### config.mk
export PLATFORM = sky130hd
export DESIGN_NAME = bcd_attitude_frame_decoder
export DESIGN_NICKNAME = d
export VERILOG_FILES = /design/src/design/bafd_pkg.sv /design/src/design/bafd_front.sv /design/src/design/bafd_queue.sv /design/src/design/bafd_back.sv /design/src/design/bcd_attitude_frame_decoder.sv
export SDC_FILE = /design/constraint.sdc
export NUM_CORES = 1
export LEC_CHECK = 0
export ABC_AREA = 1
export BUFFER_PORTS_ARGS = -buffer_cell sky130_fd_sc_hd__buf_2
export CORE_ASPECT_RATIO = 0.7
export CORE_MARGIN = 4
export CORE_UTILIZATION = 25
export CTS_BUF_LIST = sky130_fd_sc_hd__clkbuf_4 sky130_fd_sc_hd__clkbuf_8
export DETAILED_ROUTE_END_ITERATION = 6
export GPL_TIMING_DRIVEN = 0
export HOLD_SLACK_MARGIN = 0.12
export SETUP_SLACK_MARGIN = 0.15
export SLEW_MARGIN = 20
export SYNTH_ARGS = -nofsm -noshare
export SYNTH_HDL_FRONTEND = slang
export SYNTH_SLANG_ARGS = --single-unit
### constraint.sdc
create_clock -name clk -period 8.7 [get_ports clk]
set_clock_uncertainty 0.1 [all_clocks]
set_input_delay 1.74 -clock clk [delete_from_list [all_inputs] [get_ports clk]]
set_output_delay 1.74 -clock clk [all_outputs]
set_load 0.05 [all_outputs]
### src/design/bafd_pkg.sv
// ----------------------------------------------------------------------------
// bafd_pkg: shared types and constants of the attitude frame decoder
// Frame positions, the record handed from the byte front end to the angle
// back end, and the queue status bundle.
// ----------------------------------------------------------------------------
package bafd_pkg;

  // Frame layout
  localparam int unsigned AngleCount = 9;            // captured bytes 4..12
  localparam int unsigned PosW       = 4;
  localparam logic [PosW-1:0] PosIdle       = 4'd0;  // waiting for frame start
  localparam logic [PosW-1:0] PosFirst      = 4'd1;  // next byte is byte 1
  localparam logic [PosW-1:0] PosAngleFirst = 4'd4;  // first angle byte
  localparam logic [PosW-1:0] PosLast       = 4'd13; // checksum byte

  // Output field widths and the packed output word
  localparam int unsigned SignedAngleW = 19;
  localparam int unsigned HeadingW     = 18;
  localparam int unsigned OutDataW     = 64;

  typedef logic [7:0] octet_t;

  // One finished frame: checksum verdict and the raw angle bytes
  typedef struct packed {
    logic                         ok;
    logic [AngleCount-1:0][7:0]   angle;
  } frame_rec_t;

  // Front end to queue
  typedef struct packed {
    logic       valid;
    frame_rec_t rec;
  } push_t;

  // Queue status: full gates the input, empty is seen by the back end
  typedef struct packed {
    logic full;
    logic empty;
  } q_stat_t;

endpackage

### src/design/bafd_front.sv
// ----------------------------------------------------------------------------
// bafd_front: byte front end
// Tracks the frame position, sums bytes 1..12, captures the angle bytes and
// hands a finished frame record to the queue when the checksum byte arrives.
// ----------------------------------------------------------------------------
module bafd_front (
  input  logic            clk,
  input  logic            rst,
  input  logic            in_fire,
  input  bafd_pkg::octet_t rx_byte,
  input  logic            frame_start,
  output bafd_pkg::push_t push
);
  import bafd_pkg::*;

  localparam int unsigned IdxW = $clog2(AngleCount);

  logic [PosW-1:0] pos;
  logic [PosW-1:0] pos_next;
  octet_t          sum;
  octet_t          sum_next;
  octet_t          angle_bytes [AngleCount];
  logic            body_byte;
  logic            capture;
  logic [PosW-1:0] cap_off;

  // Classify the incoming byte
  assign body_byte = in_fire && !frame_start && (pos != PosIdle) && (pos < PosLast);
  assign capture   = body_byte && (pos >= PosAngleFirst);
  assign cap_off   = pos - PosAngleFirst;

  // Position and running sum
  always_comb begin
    pos_next = pos;
    sum_next = sum;
    if (in_fire) begin
      if (frame_start) begin
        pos_next = PosFirst;
        sum_next = '0;
      end else if (pos == PosIdle || pos > PosLast) begin
        pos_next = PosIdle;
      end else if (pos < PosLast) begin
        pos_next = pos + PosW'(1);
        sum_next = sum + rx_byte;
      end else begin
        pos_next = PosIdle;
        sum_next = '0;
      end
    end
  end

  always_ff @(posedge clk) begin
    if (rst) begin
      pos <= PosIdle;
      sum <= '0;
    end else begin
      pos <= pos_next;
      sum <= sum_next;
    end
  end

  // Capture angle bytes 4..12
  always_ff @(posedge clk) begin
    if (capture) begin
      angle_bytes[cap_off[IdxW-1:0]] <= rx_byte;
    end
  end

  // Hand the frame over on the checksum byte
  always_comb begin
    push.valid  = in_fire && !frame_start && (pos == PosLast);
    push.rec.ok = (sum == rx_byte);
    for (int i = 0; i < AngleCount; i++) begin
      push.rec.angle[i] = angle_bytes[i];
    end
  end

endmodule

### src/design/bafd_queue.sv
// ----------------------------------------------------------------------------
// bafd_queue: frame record queue
// Short FIFO between front and back end so that each side stalls on its own.
// ----------------------------------------------------------------------------
module bafd_queue #(
  parameter int unsigned DEPTH = 2
) (
  input  logic                 clk,
  input  logic                 rst,
  input  bafd_pkg::push_t      push,
  input  logic                 pop,
  output bafd_pkg::frame_rec_t head,
  output bafd_pkg::q_stat_t    stat
);
  import bafd_pkg::*;

  localparam int unsigned PtrW = $clog2(DEPTH);
  localparam int unsigned CntW = $clog2(DEPTH + 1);
  localparam logic [PtrW-1:0] LastPtr = PtrW'(DEPTH - 1);

  frame_rec_t      mem [DEPTH];
  logic [PtrW-1:0] wr_ptr;
  logic [PtrW-1:0] rd_ptr;
  logic [CntW-1:0] count;
  logic            do_push;
  logic            do_pop;

  function automatic logic [PtrW-1:0] ptr_inc(input logic [PtrW-1:0] p);
    ptr_inc = (p == LastPtr) ? '0 : p + PtrW'(1);
  endfunction

  assign stat.full  = (count == CntW'(DEPTH));
  assign stat.empty = (count == '0);
  assign do_push    = push.valid && !stat.full;
  assign do_pop     = pop && !stat.empty;
  assign head       = mem[rd_ptr];

  // Store entries
  always_ff @(posedge clk) begin
    if (do_push) begin
      mem[wr_ptr] <= push.rec;
    end
  end

  // Advance pointers and count
  always_ff @(posedge clk) begin
    if (rst) begin
      wr_ptr <= '0;
      rd_ptr <= '0;
      count  <= '0;
    end else begin
      if (do_push) begin
        wr_ptr <= ptr_inc(wr_ptr);
      end
      if (do_pop) begin
        rd_ptr <= ptr_inc(rd_ptr);
      end
      case ({do_push, do_pop})
        2'b10:   count <= count + CntW'(1);
        2'b01:   count <= count - CntW'(1);
        default: count <= count;
      endcase
    end
  end

endmodule

### src/design/bafd_back.sv
// ----------------------------------------------------------------------------
// bafd_back: angle back end
// Decodes the packed BCD angles of a frame record, keeps the last good
// angles and presents the result in an output register.
// ----------------------------------------------------------------------------
module bafd_back (
  input  logic                          clk,
  input  logic                          rst,
  input  bafd_pkg::frame_rec_t          head,
  input  logic                          q_empty,
  output logic                          pop,
  output logic                          out_valid,
  input  logic                          out_ready,
  output logic [bafd_pkg::OutDataW-1:0] out_data
);
  import bafd_pkg::*;

  localparam logic [HeadingW-1:0] W4 = 18'd10000;
  localparam logic [HeadingW-1:0] W3 = 18'd1000;
  localparam logic [HeadingW-1:0] W2 = 18'd100;
  localparam logic [HeadingW-1:0] W1 = 18'd10;
  localparam int unsigned PadW = OutDataW - 1 - 2 * SignedAngleW - HeadingW;

  typedef logic signed [SignedAngleW-1:0] sangle_t;

  sangle_t             last_pitch;
  sangle_t             last_roll;
  logic [HeadingW-1:0] last_heading;
  sangle_t             pitch_new;
  sangle_t             roll_new;
  logic [HeadingW-1:0] heading_new;
  sangle_t             pitch_out;
  sangle_t             roll_out;
  logic [HeadingW-1:0] heading_out;

  // Five digits weighted by place; non-BCD nibbles keep their raw weight
  function automatic logic [HeadingW-1:0] bcd_mag(input octet_t a, input octet_t b,
                                                  input octet_t c);
    bcd_mag = HeadingW'(a[3:0]) * W4 + HeadingW'(b[7:4]) * W3 + HeadingW'(b[3:0]) * W2
            + HeadingW'(c[7:4]) * W1 + HeadingW'(c[3:0]);
  endfunction

  function automatic sangle_t signed_angle(input octet_t a, input octet_t b,
                                           input octet_t c);
    sangle_t m;
    m = sangle_t'({1'b0, bcd_mag(a, b, c)});
    signed_angle = a[4] ? -m : m;
  endfunction

  // Take a record whenever the output register is free or being drained
  assign pop = !q_empty && (!out_valid || out_ready);

  assign pitch_new   = signed_angle(head.angle[0], head.angle[1], head.angle[2]);
  assign roll_new    = signed_angle(head.angle[3], head.angle[4], head.angle[5]);
  assign heading_new = bcd_mag(head.angle[6], head.angle[7], head.angle[8]);

  assign pitch_out   = head.ok ? pitch_new   : last_pitch;
  assign roll_out    = head.ok ? roll_new    : last_roll;
  assign heading_out = head.ok ? heading_new : last_heading;

  // Hold last good angles
  always_ff @(posedge clk) begin
    if (rst) begin
      last_pitch   <= '0;
      last_roll    <= '0;
      last_heading <= '0;
    end else if (pop && head.ok) begin
      last_pitch   <= pitch_new;
      last_roll    <= roll_new;
      last_heading <= heading_new;
    end
  end

  // Output register
  always_ff @(posedge clk) begin
    if (rst) begin
      out_valid <= 1'b0;
    end else if (pop) begin
      out_valid <= 1'b1;
    end else if (out_ready) begin
      out_valid <= 1'b0;
    end
  end

  always_ff @(posedge clk) begin
    if (pop) begin
      out_data <= {PadW'(0), heading_out, roll_out, pitch_out, head.ok};
    end
  end

endmodule

### src/design/bcd_attitude_frame_decoder.sv
// ----------------------------------------------------------------------------
// bcd_attitude_frame_decoder: attitude compass reply frame decoder
// Takes a 14-byte compass reply one byte per transfer, checks the modulo-256
// sum of bytes 1..12 against byte 13 and emits pitch, roll and heading in
// hundredths of a degree, holding the last good angles on a checksum error.
//
//  channel  | dir | contents
//  ---------+-----+-------------------------------------------------------
//  s_axis   | in  | tdata: rx_byte[7:0]; tuser: frame_start
//  m_axis   | out | tdata: checksum_ok, pitch, roll, heading, zero pad
//
// One byte is taken every cycle while the record queue is not full; the
// byte front end needs one add and one capture per byte. A result passes
// through the record queue, then the BCD decode and output register.
// Reset clears position, sum, queue and last good angles; no clearing pass.
// A stalled output fills the record queue; input stalls only when it is full.
// ----------------------------------------------------------------------------
module bcd_attitude_frame_decoder #(
  parameter int unsigned QUEUE_DEPTH = 2   // frame records in flight, 2..16
) (
  input  logic                          clk,
  input  logic                          rst,
  input  logic                          s_axis_tvalid,
  output logic                          s_axis_tready,
  input  logic [7:0]                    s_axis_tdata,  // [7:0] rx_byte
  input  logic                          s_axis_tuser,  // [0] frame_start
  output logic                          m_axis_tvalid,
  input  logic                          m_axis_tready,
  // [0] checksum_ok, [19:1] pitch_centideg, [38:20] roll_centideg,
  // [56:39] heading_centideg, [63:57] zero
  output logic [bafd_pkg::OutDataW-1:0] m_axis_tdata
);
  import bafd_pkg::*;

  logic       in_fire;
  push_t      push;
  frame_rec_t head;
  q_stat_t    q_stat;
  logic       pop;

  assign s_axis_tready = !q_stat.full;
  assign in_fire       = s_axis_tvalid && s_axis_tready;

  // Byte front end
  bafd_front u_front (
    .clk         (clk),
    .rst         (rst),
    .in_fire     (in_fire),
    .rx_byte     (s_axis_tdata),
    .frame_start (s_axis_tuser),
    .push        (push)
  );

  // Record queue
  bafd_queue #(
    .DEPTH (QUEUE_DEPTH)
  ) u_queue (
    .clk  (clk),
    .rst  (rst),
    .push (push),
    .pop  (pop),
    .head (head),
    .stat (q_stat)
  );

  // Angle back end
  bafd_back u_back (
    .clk       (clk),
    .rst       (rst),
    .head      (head),
    .q_empty   (q_stat.empty),
    .pop       (pop),
    .out_valid (m_axis_tvalid),
    .out_ready (m_axis_tready),
    .out_data  (m_axis_tdata)
  );

`ifndef SYNTHESIS
  // A frame record is never handed to a full queue
  a_no_push_when_full: assert property (@(posedge clk) disable iff (rst)
    push.valid |-> !q_stat.full)
    else $error("frame record pushed into full queue");

  // The queue cannot report full and empty at once
  a_full_empty_excl: assert property (@(posedge clk) disable iff (rst)
    !(q_stat.full && q_stat.empty))
    else $error("queue reports full and empty together");

  // A new result only follows a queued frame record
  a_result_from_queue: assert property (@(posedge clk) disable iff (rst)
    $rose(m_axis_tvalid) |-> $past(!q_stat.empty))
    else $error("result raised without a queued frame");
`endif

endmodule
## After elaboration in Yosys (flattened, before gate mapping)

Memories as Yosys holds them, arrays and structs flattened. A register that Yosys moved wholly into a read port is not among the register bits.
Cells that the tools add are included.
W data, S select, Z words.

| storage, ports and cells | value |
|---|---|
| flip-flop bits (word level) | 130 |
| bits in latches | 0 |
| bits in writable memories | 218 |
| ROM bits | 0 |
| input bits | 13 |
| logic and storage cells | 98 |
| memories kept | 2 |

Memories:

| name | depth | width | read ports | clocked after memory_dff | write ports | RTL line | source |
|---|---|---|---|---|---|---|---|
| u_queue.mem | 2 | 73 | 1 | 1 | 1 | bafd_queue.sv:21 | `frame_rec_t mem [DEPTH];` |
| u_front.angle_bytes | 9 | 8 | 9 | 0 | 1 | bafd_front.sv:22 | `octet_t angle_bytes [AngleCount];` |

| cells by class | value |
|---|---|
| add/sub/neg operators | 21 |
| $mul | 12 |
| divide/modulo/power cells | 0 |
| order comparisons | 3 |
| equal/unequal tests | 6 |
| shift-type cells | 0 |
| muxes and demuxes | 22 |
| bitwise operators | 0 |
| reductions and logical operators | 22 |

Operator list:

| kind | number |
|---|---|
| $mux W19 | 4 |
| $add A18 B11 Y18 | 3 |
| $add A18 B14 Y18 | 3 |
| $add A18 B4 Y18 | 3 |
| $add A18 B8 Y18 | 3 |
| $mul A4 B10 Y14 const B | 3 |
| $neg A18 Y19 | 2 |
| $mul A4 B7 Y11 const B | 3 |
| $mul A4 B5 Y9 const B | 3 |
| $mux W8 | 3 |
| $mul A4 B3 Y7 const B | 3 |
| $mux W18 | 1 |
| $mux W4 | 3 |
| $logic_and A1 B1 Y1 | 10 |
| $mux W1 | 10 |
| $add A8 B8 Y8 | 1 |
| $eq A8 B8 Y1 | 1 |
| $add A4 B1 Y4 const B | 1 |
| $eq A2 B2 Y1 const B | 2 |
| $eq A4 B4 Y1 const B | 1 |
| $ge A4 B3 Y1 const B | 1 |
| $gt A4 B4 Y1 const B | 1 |
| $logic_not A1 Y1 | 4 |
| $logic_not A4 Y1 | 1 |
| other kinds (13) | 16 |

## Logic depth before layout (Yosys ltp)

Gate-level depths: netlist of run 1.

| logic depth | value |
|---|---|
| depth in word-level cells | 9 |
| gate-level depth with buffers | 37 |

## Hierarchy

Synthesis of run 1 repeated with hierarchy kept, for this count alone.

| second synthesis, totals | value |
|---|---|
| cell total of the unflattened synthesis | 2,135 |
| area total of the unflattened synthesis | 21,912.3 um2 |

Modules (own cells, without submodules):

| module | instances | cells an instance | area an instance (um2) | sequential area each (um2) |
|---|---|---|---|---|
| bafd_back | 1 | 1,640 | 12,813.5 | 2,852.7 |
| bafd_queue | 1 | 267 | 5,865.6 | 4,484.3 |
| bafd_front | 1 | 225 | 3,219.3 | 2,402.3 |
| bcd_attitude_frame_decoder | 1 | 3 | 13.8 | 0.0 |

## Worst setup path before layout of run 1

No wires, ideal clock.

| path | value |
|---|---|
| path kind | input port to flip-flop |
| from | input m_axis_tready |
| to | register u_queue.count[1] |
| setup time | 0.070 ns |
| arrival time | 5.818 ns |
| data required time | 8.530 ns |
| setup slack | 2.712 ns |
| stages | 8 |
| buffers on the path | 0 |
| path through | nor2_1 -> a21oi_1 -> ha_1 -> inv_1 -> nand2_1 -> nor2_1 -> o21ai_0 -> a21oi_1 |

| on the way | value |
|---|---|
| word-level cells in the longest chain between the ends | 5 |
| elaborated cells on any way between the ends | 7 |

Ends and longest elaborated chain:

| element | RTL line | source |
|---|---|---|
| from (decl) | bcd_attitude_frame_decoder.sv:28 | `input logic m_axis_tready,` |
| $logic_or A1 B1 Y1 (*) | bafd_back.sv:51 | `assign pop = !q_empty && (!out_valid \|\| out_ready);` |
| $logic_and A1 B1 Y1 (*) | bafd_back.sv:51 |  |
| named net pop | bcd_attitude_frame_decoder.sv:39 | `logic pop;` |
| $logic_and A1 B1 Y1 (*) | bafd_queue.sv:35 | `assign do_pop = pop && !stat.empty;` |
| $eq A2 B1 Y1 / $eq A2 B2 Y1 (equally long branches) | bafd_queue.sv:58 | `case ({do_push, do_pop})` |
| $pmux W2 S2 / $reduce_bool A2 Y1 (equally long branches) | n/a |  |
| to (signal assigned) | bafd_queue.sv:59 | `2'b10: count <= count + CntW'(1);` |
| to (signal assigned) | bafd_queue.sv:60 | `2'b01: count <= count - CntW'(1);` |
| to (signal assigned) | bafd_queue.sv:61 | `default: count <= count;` |
| to (decl) | bafd_queue.sv:24 | `logic [CntW-1:0] count;` |

The timed path passes the listed nets; every way through them passes the cells marked *.
A chain may end at the register's enable or synchronous reset.

==> run summary, run 1 <==
Before antenna repair, the detailed router went through 5 iterations. Number of primary I/O pins: 79. The number of buffers inserted by hold repair at cts was 0; the peak clock frequency supported by timing was 0.138 GHz. The number of port buffers works out to 70. Synthesis-stage register bit count: 319. The worst setup path is captured at a flop.

The worst pin sits at a relative slew slack of 20.0%. TritonCTS built the clock tree. The weighted congestion reported at the end of routability-driven placement is 0.854.

The via-per-instance ratio came out at 4.29. Clock latency on the worst-skew pair, taken at its later pin, is 0.62 ns. The number of DRC markers in iteration 0 is 1344. The master of the slowest instance on the critical path is sky130_fd_sc_hd__fa_1. The floorplan step set the die width to 348 µm.

The floorplan step defined a die boundary enclosing 85500 µm². The data arrival time of the worst path is 7.45 ns, and the global-route total usage across every layer is 11.4%. After detailed routing, the average wire length per cell comes to 14.9 µm.

Diode insertion count for antenna repair: 0. In this run the deepest clock path goes through 3 buffers. For this run, design rule violations remaining after detail routing come to 0. Once detailed placement completed, the half-perimeter wirelength came to 38.2 mm. The max-capacitance violation count was 0. The worst setup path is launched from a flop.

Setup violations remaining at the end of the flow were counted as 0. After layout, the worst path uses 83.1% of the clock period. The cell count after synthesis is 2110. The post-route antenna net violation count was 0; the largest stage delay on the critical path was 0.76 ns. Setup repair after global routing left no endpoint under its margin. The detailed router used layers up to and including met5.

The post-CTS clock slew at the launch and capture registers of the worst setup and hold paths came out at 0.07 ns. The post-synthesis instance area is 20200 µm². The run gives 86 as the number of rows created at floorplan. Entering global routing, the biggest net connects 25 pins. On the critical path the largest part of the delay comes from adder cells.

The final-report max-slew violation count is 0. The routed design uses 3.22 mm of met3 wire. The maximum fanout along the worst path came out at 10.

The H-tree was split into 2 levels. The startpoint-to-endpoint class of the critical path was flop to flop. Count of nets after finishing: 2548. Counting both buffers and inverters, the worst setup path holds a total of 6.

Aggregate routed wire length: 49.6 mm. Type of the worst min-delay path: flop to flop. The logs give 319 for the CTS sink count and 8303 for the layout filler cell count.

Detailed routing inserted a total of 14296 vias. Of the synthesized area, sequential elements account for 43.7%. At the worst endpoint, the required time is 8.92 ns.

The initial utilization of the core area, before any placement, comes to 25.5%. The final count of hold timing violations is 0. The routed design could run at a clock period as short as 7.23 ns.

Once the clock tree was built, the setup fixing pass inserted 0 buffers. For the initial antenna violation count, the log shows 3. Sum of negative setup slack: 0 ns. The cell sitting at the root of the clock tree is a sky130_fd_sc_hd__clkbuf_8.

The fraction of final layout cells with drive strength greater than 1 was 12.6%. The average cell area after synthesis works out to 9.58 µm². In this run, CTS created clock tree buffers numbering 46.

For the number of global-route vias before repair, the log shows 13233. The relative area change from synthesis to final layout is 14.6%. After clock tree synthesis, the repair step resized 0 gates. Global routing finished with a remaining overflow of 0. The run gives 18.5 mm as the amount of wire on met2 after detailed routing. The first global-routing pass estimated 76.9 mm of wire.

The placeable core region came out at 79400 µm². From bottom edge to top edge, the die measures 246 µm. The transition time at the pin with the least slew margin works out to 1.20 ns.

The netlist uses 48 different library cells. The most numerous cell on the critical path was sky130_fd_sc_hd__nand2_1. The startpoint identified for the worst hold timing path is u_front.angle_bytes[4][7]$_DFFE_PP_. The run finished with clean final reports. For the wire length on met1, the log shows 27.2 mm. The synthesis warning total is 0.
-- path summary, 6_finish.rpt --
kind	end	slack (ns)	cells past startpoint
worst min-delay path	u_queue.mem[0][39]$_DFFE_PP_	0.33	0
worst min register to register	u_queue.mem[0][39]$_DFFE_PP_	0.33	0
worst max-delay path	u_back.out_data[37]$_DFFE_PP_	1.47	32
worst max register to register	u_back.out_data[37]$_DFFE_PP_	1.47	32
-- stage by stage --
step	std cells	worst slack [ns]	utilization [%]	cell area [µm²]	hold slack, ns
final	3336	1.47	29.2	23200	0.330
after global routing	3336	0.826	29.2	23200	0.343
after CTS	3336	1.39	29.2	23200	0.331
after detailed placement	3250	1.43	27.9	22200	0.330
after global placement	3242	0.436	27.6	21900	0.324
after floorplan	2116	2.71	-	20200	0.321
-- placed cells by master, fill, tap and decap left out, types with 19 or more instances in the layout --
master / instances
sky130_fd_sc_hd__or2_2: 29
sky130_fd_sc_hd__fa_1: 82
sky130_fd_sc_hd__nor2_1: 82
sky130_fd_sc_hd__ha_1: 211
sky130_fd_sc_hd__a21oi_1: 112
sky130_fd_sc_hd__clkbuf_8: 49
sky130_fd_sc_hd__o21ai_1: 19
sky130_fd_sc_hd__o21ai_0: 137
sky130_fd_sc_hd__dfxtp_1: 74
sky130_fd_sc_hd__xnor2_1: 33
sky130_fd_sc_hd__inv_1: 343
sky130_fd_sc_hd__nand2_2: 22
sky130_fd_sc_hd__xor2_1: 50
sky130_fd_sc_hd__nand2_1: 414
sky130_fd_sc_hd__nand3_1: 77
sky130_fd_sc_hd__clkbuf_1: 26
sky130_fd_sc_hd__edfxtp_1: 245
sky130_fd_sc_hd__buf_2: 81
-- state kept, by name (all words and copies together), names as in the netlist, named ones only --
name	count
u_queue.mem	126
u_front.angle_bytes	62
u_back.out_data	57
u_back.last_pitch	19
u_back.last_roll	19
u_back.last_heading	18
u_front.sum	8
u_front.pos	4
u_queue.count	2
u_back.out_valid	1
u_queue.rd_ptr	1
u_queue.wr_ptr	1
-- Yosys cell counts (all sizes together) --
cell type    n  area (µm²)
inv        351        1320
or2         32         200
mux2i        3        30.0
a21boi       1        7.51
nand2      437        1700
xnor2       36         338
xor2        51         454
nand3b       7        52.6
dfxtp       74        1480
conb         1        3.75
nand4       14        87.6
nor2        90         358
ha         211        2640
a31oi       15        93.8
o31ai        1        7.51
nor3        20         105
a21oi      120         627
o21bai       6        45.0
nand3       86         483
clkbuf      26        97.6
o21ai      163         842
o211ai       2        15.0
a211oi       3        22.5
buf         29         179
and2         2        15.0
a21o         1        7.51
fa          82        1640
edfxtp     245        7360
clkinv       1        3.75
-- final cells by class --
class / instances / area [µm²] / share of cell area (%)
clock inverter: 20 / 205 / 0.886
inverter: 352 / 1320 / 5.70
sequential: 319 / 8840 / 38.1
multi-input combinational: 1390 / 9860 / 42.6
buffer: 55 / 277 / 1.19
clock buffer: 66 / 802 / 3.46
timing repair buffer: 78 / 541 / 2.33
tap: 1056 / 1320 / 5.70
-- cells by family after synthesis --
kind of cell | count (synthesis) | share of synthesized area [%]
and+or+nand+nor | 688 | 14.9
buffers and inverters | 407 | 7.90
DFF | 319 | 43.7
AOI/OAI and AO/OA | 312 | 8.25
adders and majority gates | 293 | 21.2
xor gates and xnor gates | 87 | 3.92
muxes | 3 | 0.149
other | 1 | 0.0185
-- metal layers --
layer	global-route usage [%]	vias to the layer above
li1	-	7171
met1	19.0	6683
met2	15.0	385
met3	2.18	55
met4	1.58	2
met5	0	-
Power of run 1 is not shown: default switching activity piles up to over one toggle a cycle in this logic, so the estimate is an artifact.
==> inputs of run 2 (changes only) <==
clock period = 7.1 ns   (was 8.7 ns; I/O delays follow)
==> run summary, run 2 (synthesis gave the netlist of run 1 again) <==
The flip-flop count of the largest register, all copies and words added was 126 (unchanged); the final-report max-slew violation count was 0 (unchanged). Number of remaining DRC errors: 0 (unchanged). Fraction of final layout cells with drive strength greater than 1: 13.4% (was 12.6%).

The overall die width was 348 µm (unchanged). Register ranked first by flip-flop count: u_queue.mem (unchanged). Post-layout utilization of the core: 29.3% (was 29.2%).

The total buffers and inverters traversed by the critical path is 6 (unchanged), and the effective utilization at floorplan is 25.5% (unchanged). For the final count of hold timing violations, the log shows 0 (unchanged). Normalized max-slew margin: 20.2% (was 20.0%). The H-tree level count came out at 2 (unchanged).

The relative area change from synthesis to final layout was 14.9% (was 14.6%); the maximum fanout along the worst path was 10 (unchanged). The largest stage delay on the critical path works out to 0.62 ns (was 0.76 ns). The type of the worst min-delay path was flop to flop (unchanged).

The tools report the initial antenna violation count as 3 (unchanged). The tools report the area of the die as 85500 µm² (unchanged). The number of rows created at floorplan came out at 86 (unchanged). The count of nets after finishing was 2548 (unchanged). The tools report the aggregate routed wire length as 49.7 mm (was 49.6 mm). The cell class contributing the biggest share of worst-path delay was adder cells (unchanged). The placeable core region came out at 79400 µm² (unchanged). The number of port buffers was 70 (unchanged).

The run gives 1368 (was 1344) as the number of DRC markers in iteration 0. Sort of element at the end of the critical path: a flop (unchanged). The required time of the critical path is 7.30 ns (was 8.92 ns), and the routed via count is 14304 (was 14296). The transition time at the pin with the least slew margin works out to 1.19 ns (was 1.20 ns).

The clock period minus worst slack was 6.51 ns (was 7.23 ns); the via-per-instance ratio was 4.29 (about the same). The tools report the pin count of the biggest net entering global routing as 25 (unchanged). The post-detailed-route wirelength per cell was 14.9 µm (about the same); the CTS sink count was 319 (unchanged). The max-capacitance violation count was 0 (unchanged).

The number of failing setup endpoints in the final timing report is 0 (unchanged). The commonest non-fill, non-tap cell in the layout is sky130_fd_sc_hd__nand2_1 (unchanged). The tools report the total CTS buffers as 46 (unchanged).

The peak clock frequency supported by timing is 0.154 GHz (was 0.138 GHz), and the number of primary I/O pins is 79 (unchanged). The run gives 0 (unchanged) as the number of buffers inserted by hold repair at cts. The run gives 76.9 mm (unchanged) as the first-pass GRT wire length. The post-route antenna net violation count is 0 (unchanged). The part of the cycle the worst path needs was 91.7% (was 83.1%); the diode insertion count for antenna repair was 0 (unchanged). The maximum buffer depth of the clock tree is 3 (unchanged), and the post-CTS repair timing setup buffer count is 0 (unchanged). The die span in y was 246 µm (unchanged). Final global-route overflow total: 0 (unchanged). The tools report the number of global-route vias before repair as 13233 (unchanged).

TritonCTS built the clock tree. Setup repair after global routing could not meet its margin everywhere. The post-CTS clock slew at the launch and capture registers of the worst setup and hold paths works out to 0.07 ns (about the same). The cell chosen for the clock root is sky130_fd_sc_hd__clkbuf_8 (unchanged). The flow ran to the end, and the final reports show no timing, DRC or antenna violations. The worst hold slack across all endpoints came out at 0.328 ns (was 0.330 ns). Data arrival time of the worst path: 6.71 ns (was 7.45 ns). Commonest non-fill, non-tap cells in the layout: sky130_fd_sc_hd__nand2_1 (413), sky130_fd_sc_hd__inv_1 (341), sky130_fd_sc_hd__edfxtp_1 (245) (was sky130_fd_sc_hd__nand2_1 (414), sky130_fd_sc_hd__inv_1 (343), sky130_fd_sc_hd__edfxtp_1 (245)). The startpoint-to-endpoint class of the critical path is flop to flop (unchanged). Kind of start point of the critical path: a flop (unchanged).

The first-pass iteration count of the detailed router came out at 7 (was 5). The run gives 11.4% (unchanged) as the global-route total usage across every layer. The weighted congestion reported at the end of routability-driven placement is 0.854 (unchanged).

The most numerous cell on the critical path is sky130_fd_sc_hd__nand2_1 (unchanged). The tools report the half-perimeter wire length after placement as 38.2 mm (unchanged). The run gives 0.63 ns (was 0.62 ns) as the clock latency at the later pin of the worst-skew pair. Master of the slowest instance on the critical path: sky130_fd_sc_hd__fa_1 (unchanged).
-- run 2: cell count changes in the layout (fill, tap and decap cells not counted), sizes merged --
| cell | change |
|---|---|
| buf | -1 |
| clkbuf | +1 |
-- run 2: what timing repair did --
action,CTS,global route
pin swaps,0,0
gates resized for setup,9,29
endpoints found under the setup margin,26,38
endpoints found under the hold margin,0,0
-- run 2: path summary, 6_finish.rpt --
| path | to | from | slack, ns | depth (start not counted) |
|---|---|---|---|---|
| min | u_queue.mem[0][39]$_DFFE_PP_ | u_front.angle_bytes[4][7]$_DFFE_PP_ | 0.33 | 0 |
| min reg2reg | u_queue.mem[0][39]$_DFFE_PP_ | u_front.angle_bytes[4][7]$_DFFE_PP_ | 0.33 | 0 |
| max reg2reg | u_back.out_data[18]$_DFFE_PP_ | flop | 0.59 | 32 |
| max | u_back.out_data[18]$_DFFE_PP_ | flop | 0.59 | 32 |
-- run 2: per-layer routing --
layer / vias up / routed length, µm / part of all wire, % / GRT usage [%]
met5: - / 13 / 0.026 / 0
met4: 2 / 615 / 1.2 / 1.58
met3: 54 / 3290 / 6.6 / 2.18
met2: 385 / 18500 / 37 / 15.0
met1: 6687 / 27300 / 55 / 19.0
li1: 7176 / - / - / -
-- run 2: area by class of cell --
class | instances | area [µm²]
Buffer | 55 | 303
Clock buffer | 66 | 802
Tap cell | 1056 | 1320
Timing Repair Buffer | 78 | 541
Clock inverter | 20 | 205
Sequential cell | 319 | 8840
Inverter | 352 | 1320
Multi-Input combinational cell | 1390 | 9900
Fill cell | 8294 | 56200
-- run 2: through the flow --
step	setup TNS (ns)	setup WS (ns)	cells	cell area, µm²
floorplan	0	1.21	2116	20200
global placement	-67.82	-0.844	3242	21900
detailed placement	-0.885	-0.168	3250	22200
CTS	0	0.153	3336	23200
global route	0	0.145	3336	23200
finish	0	0.592	3336	23200
Power of run 2 is left out for the same reason.
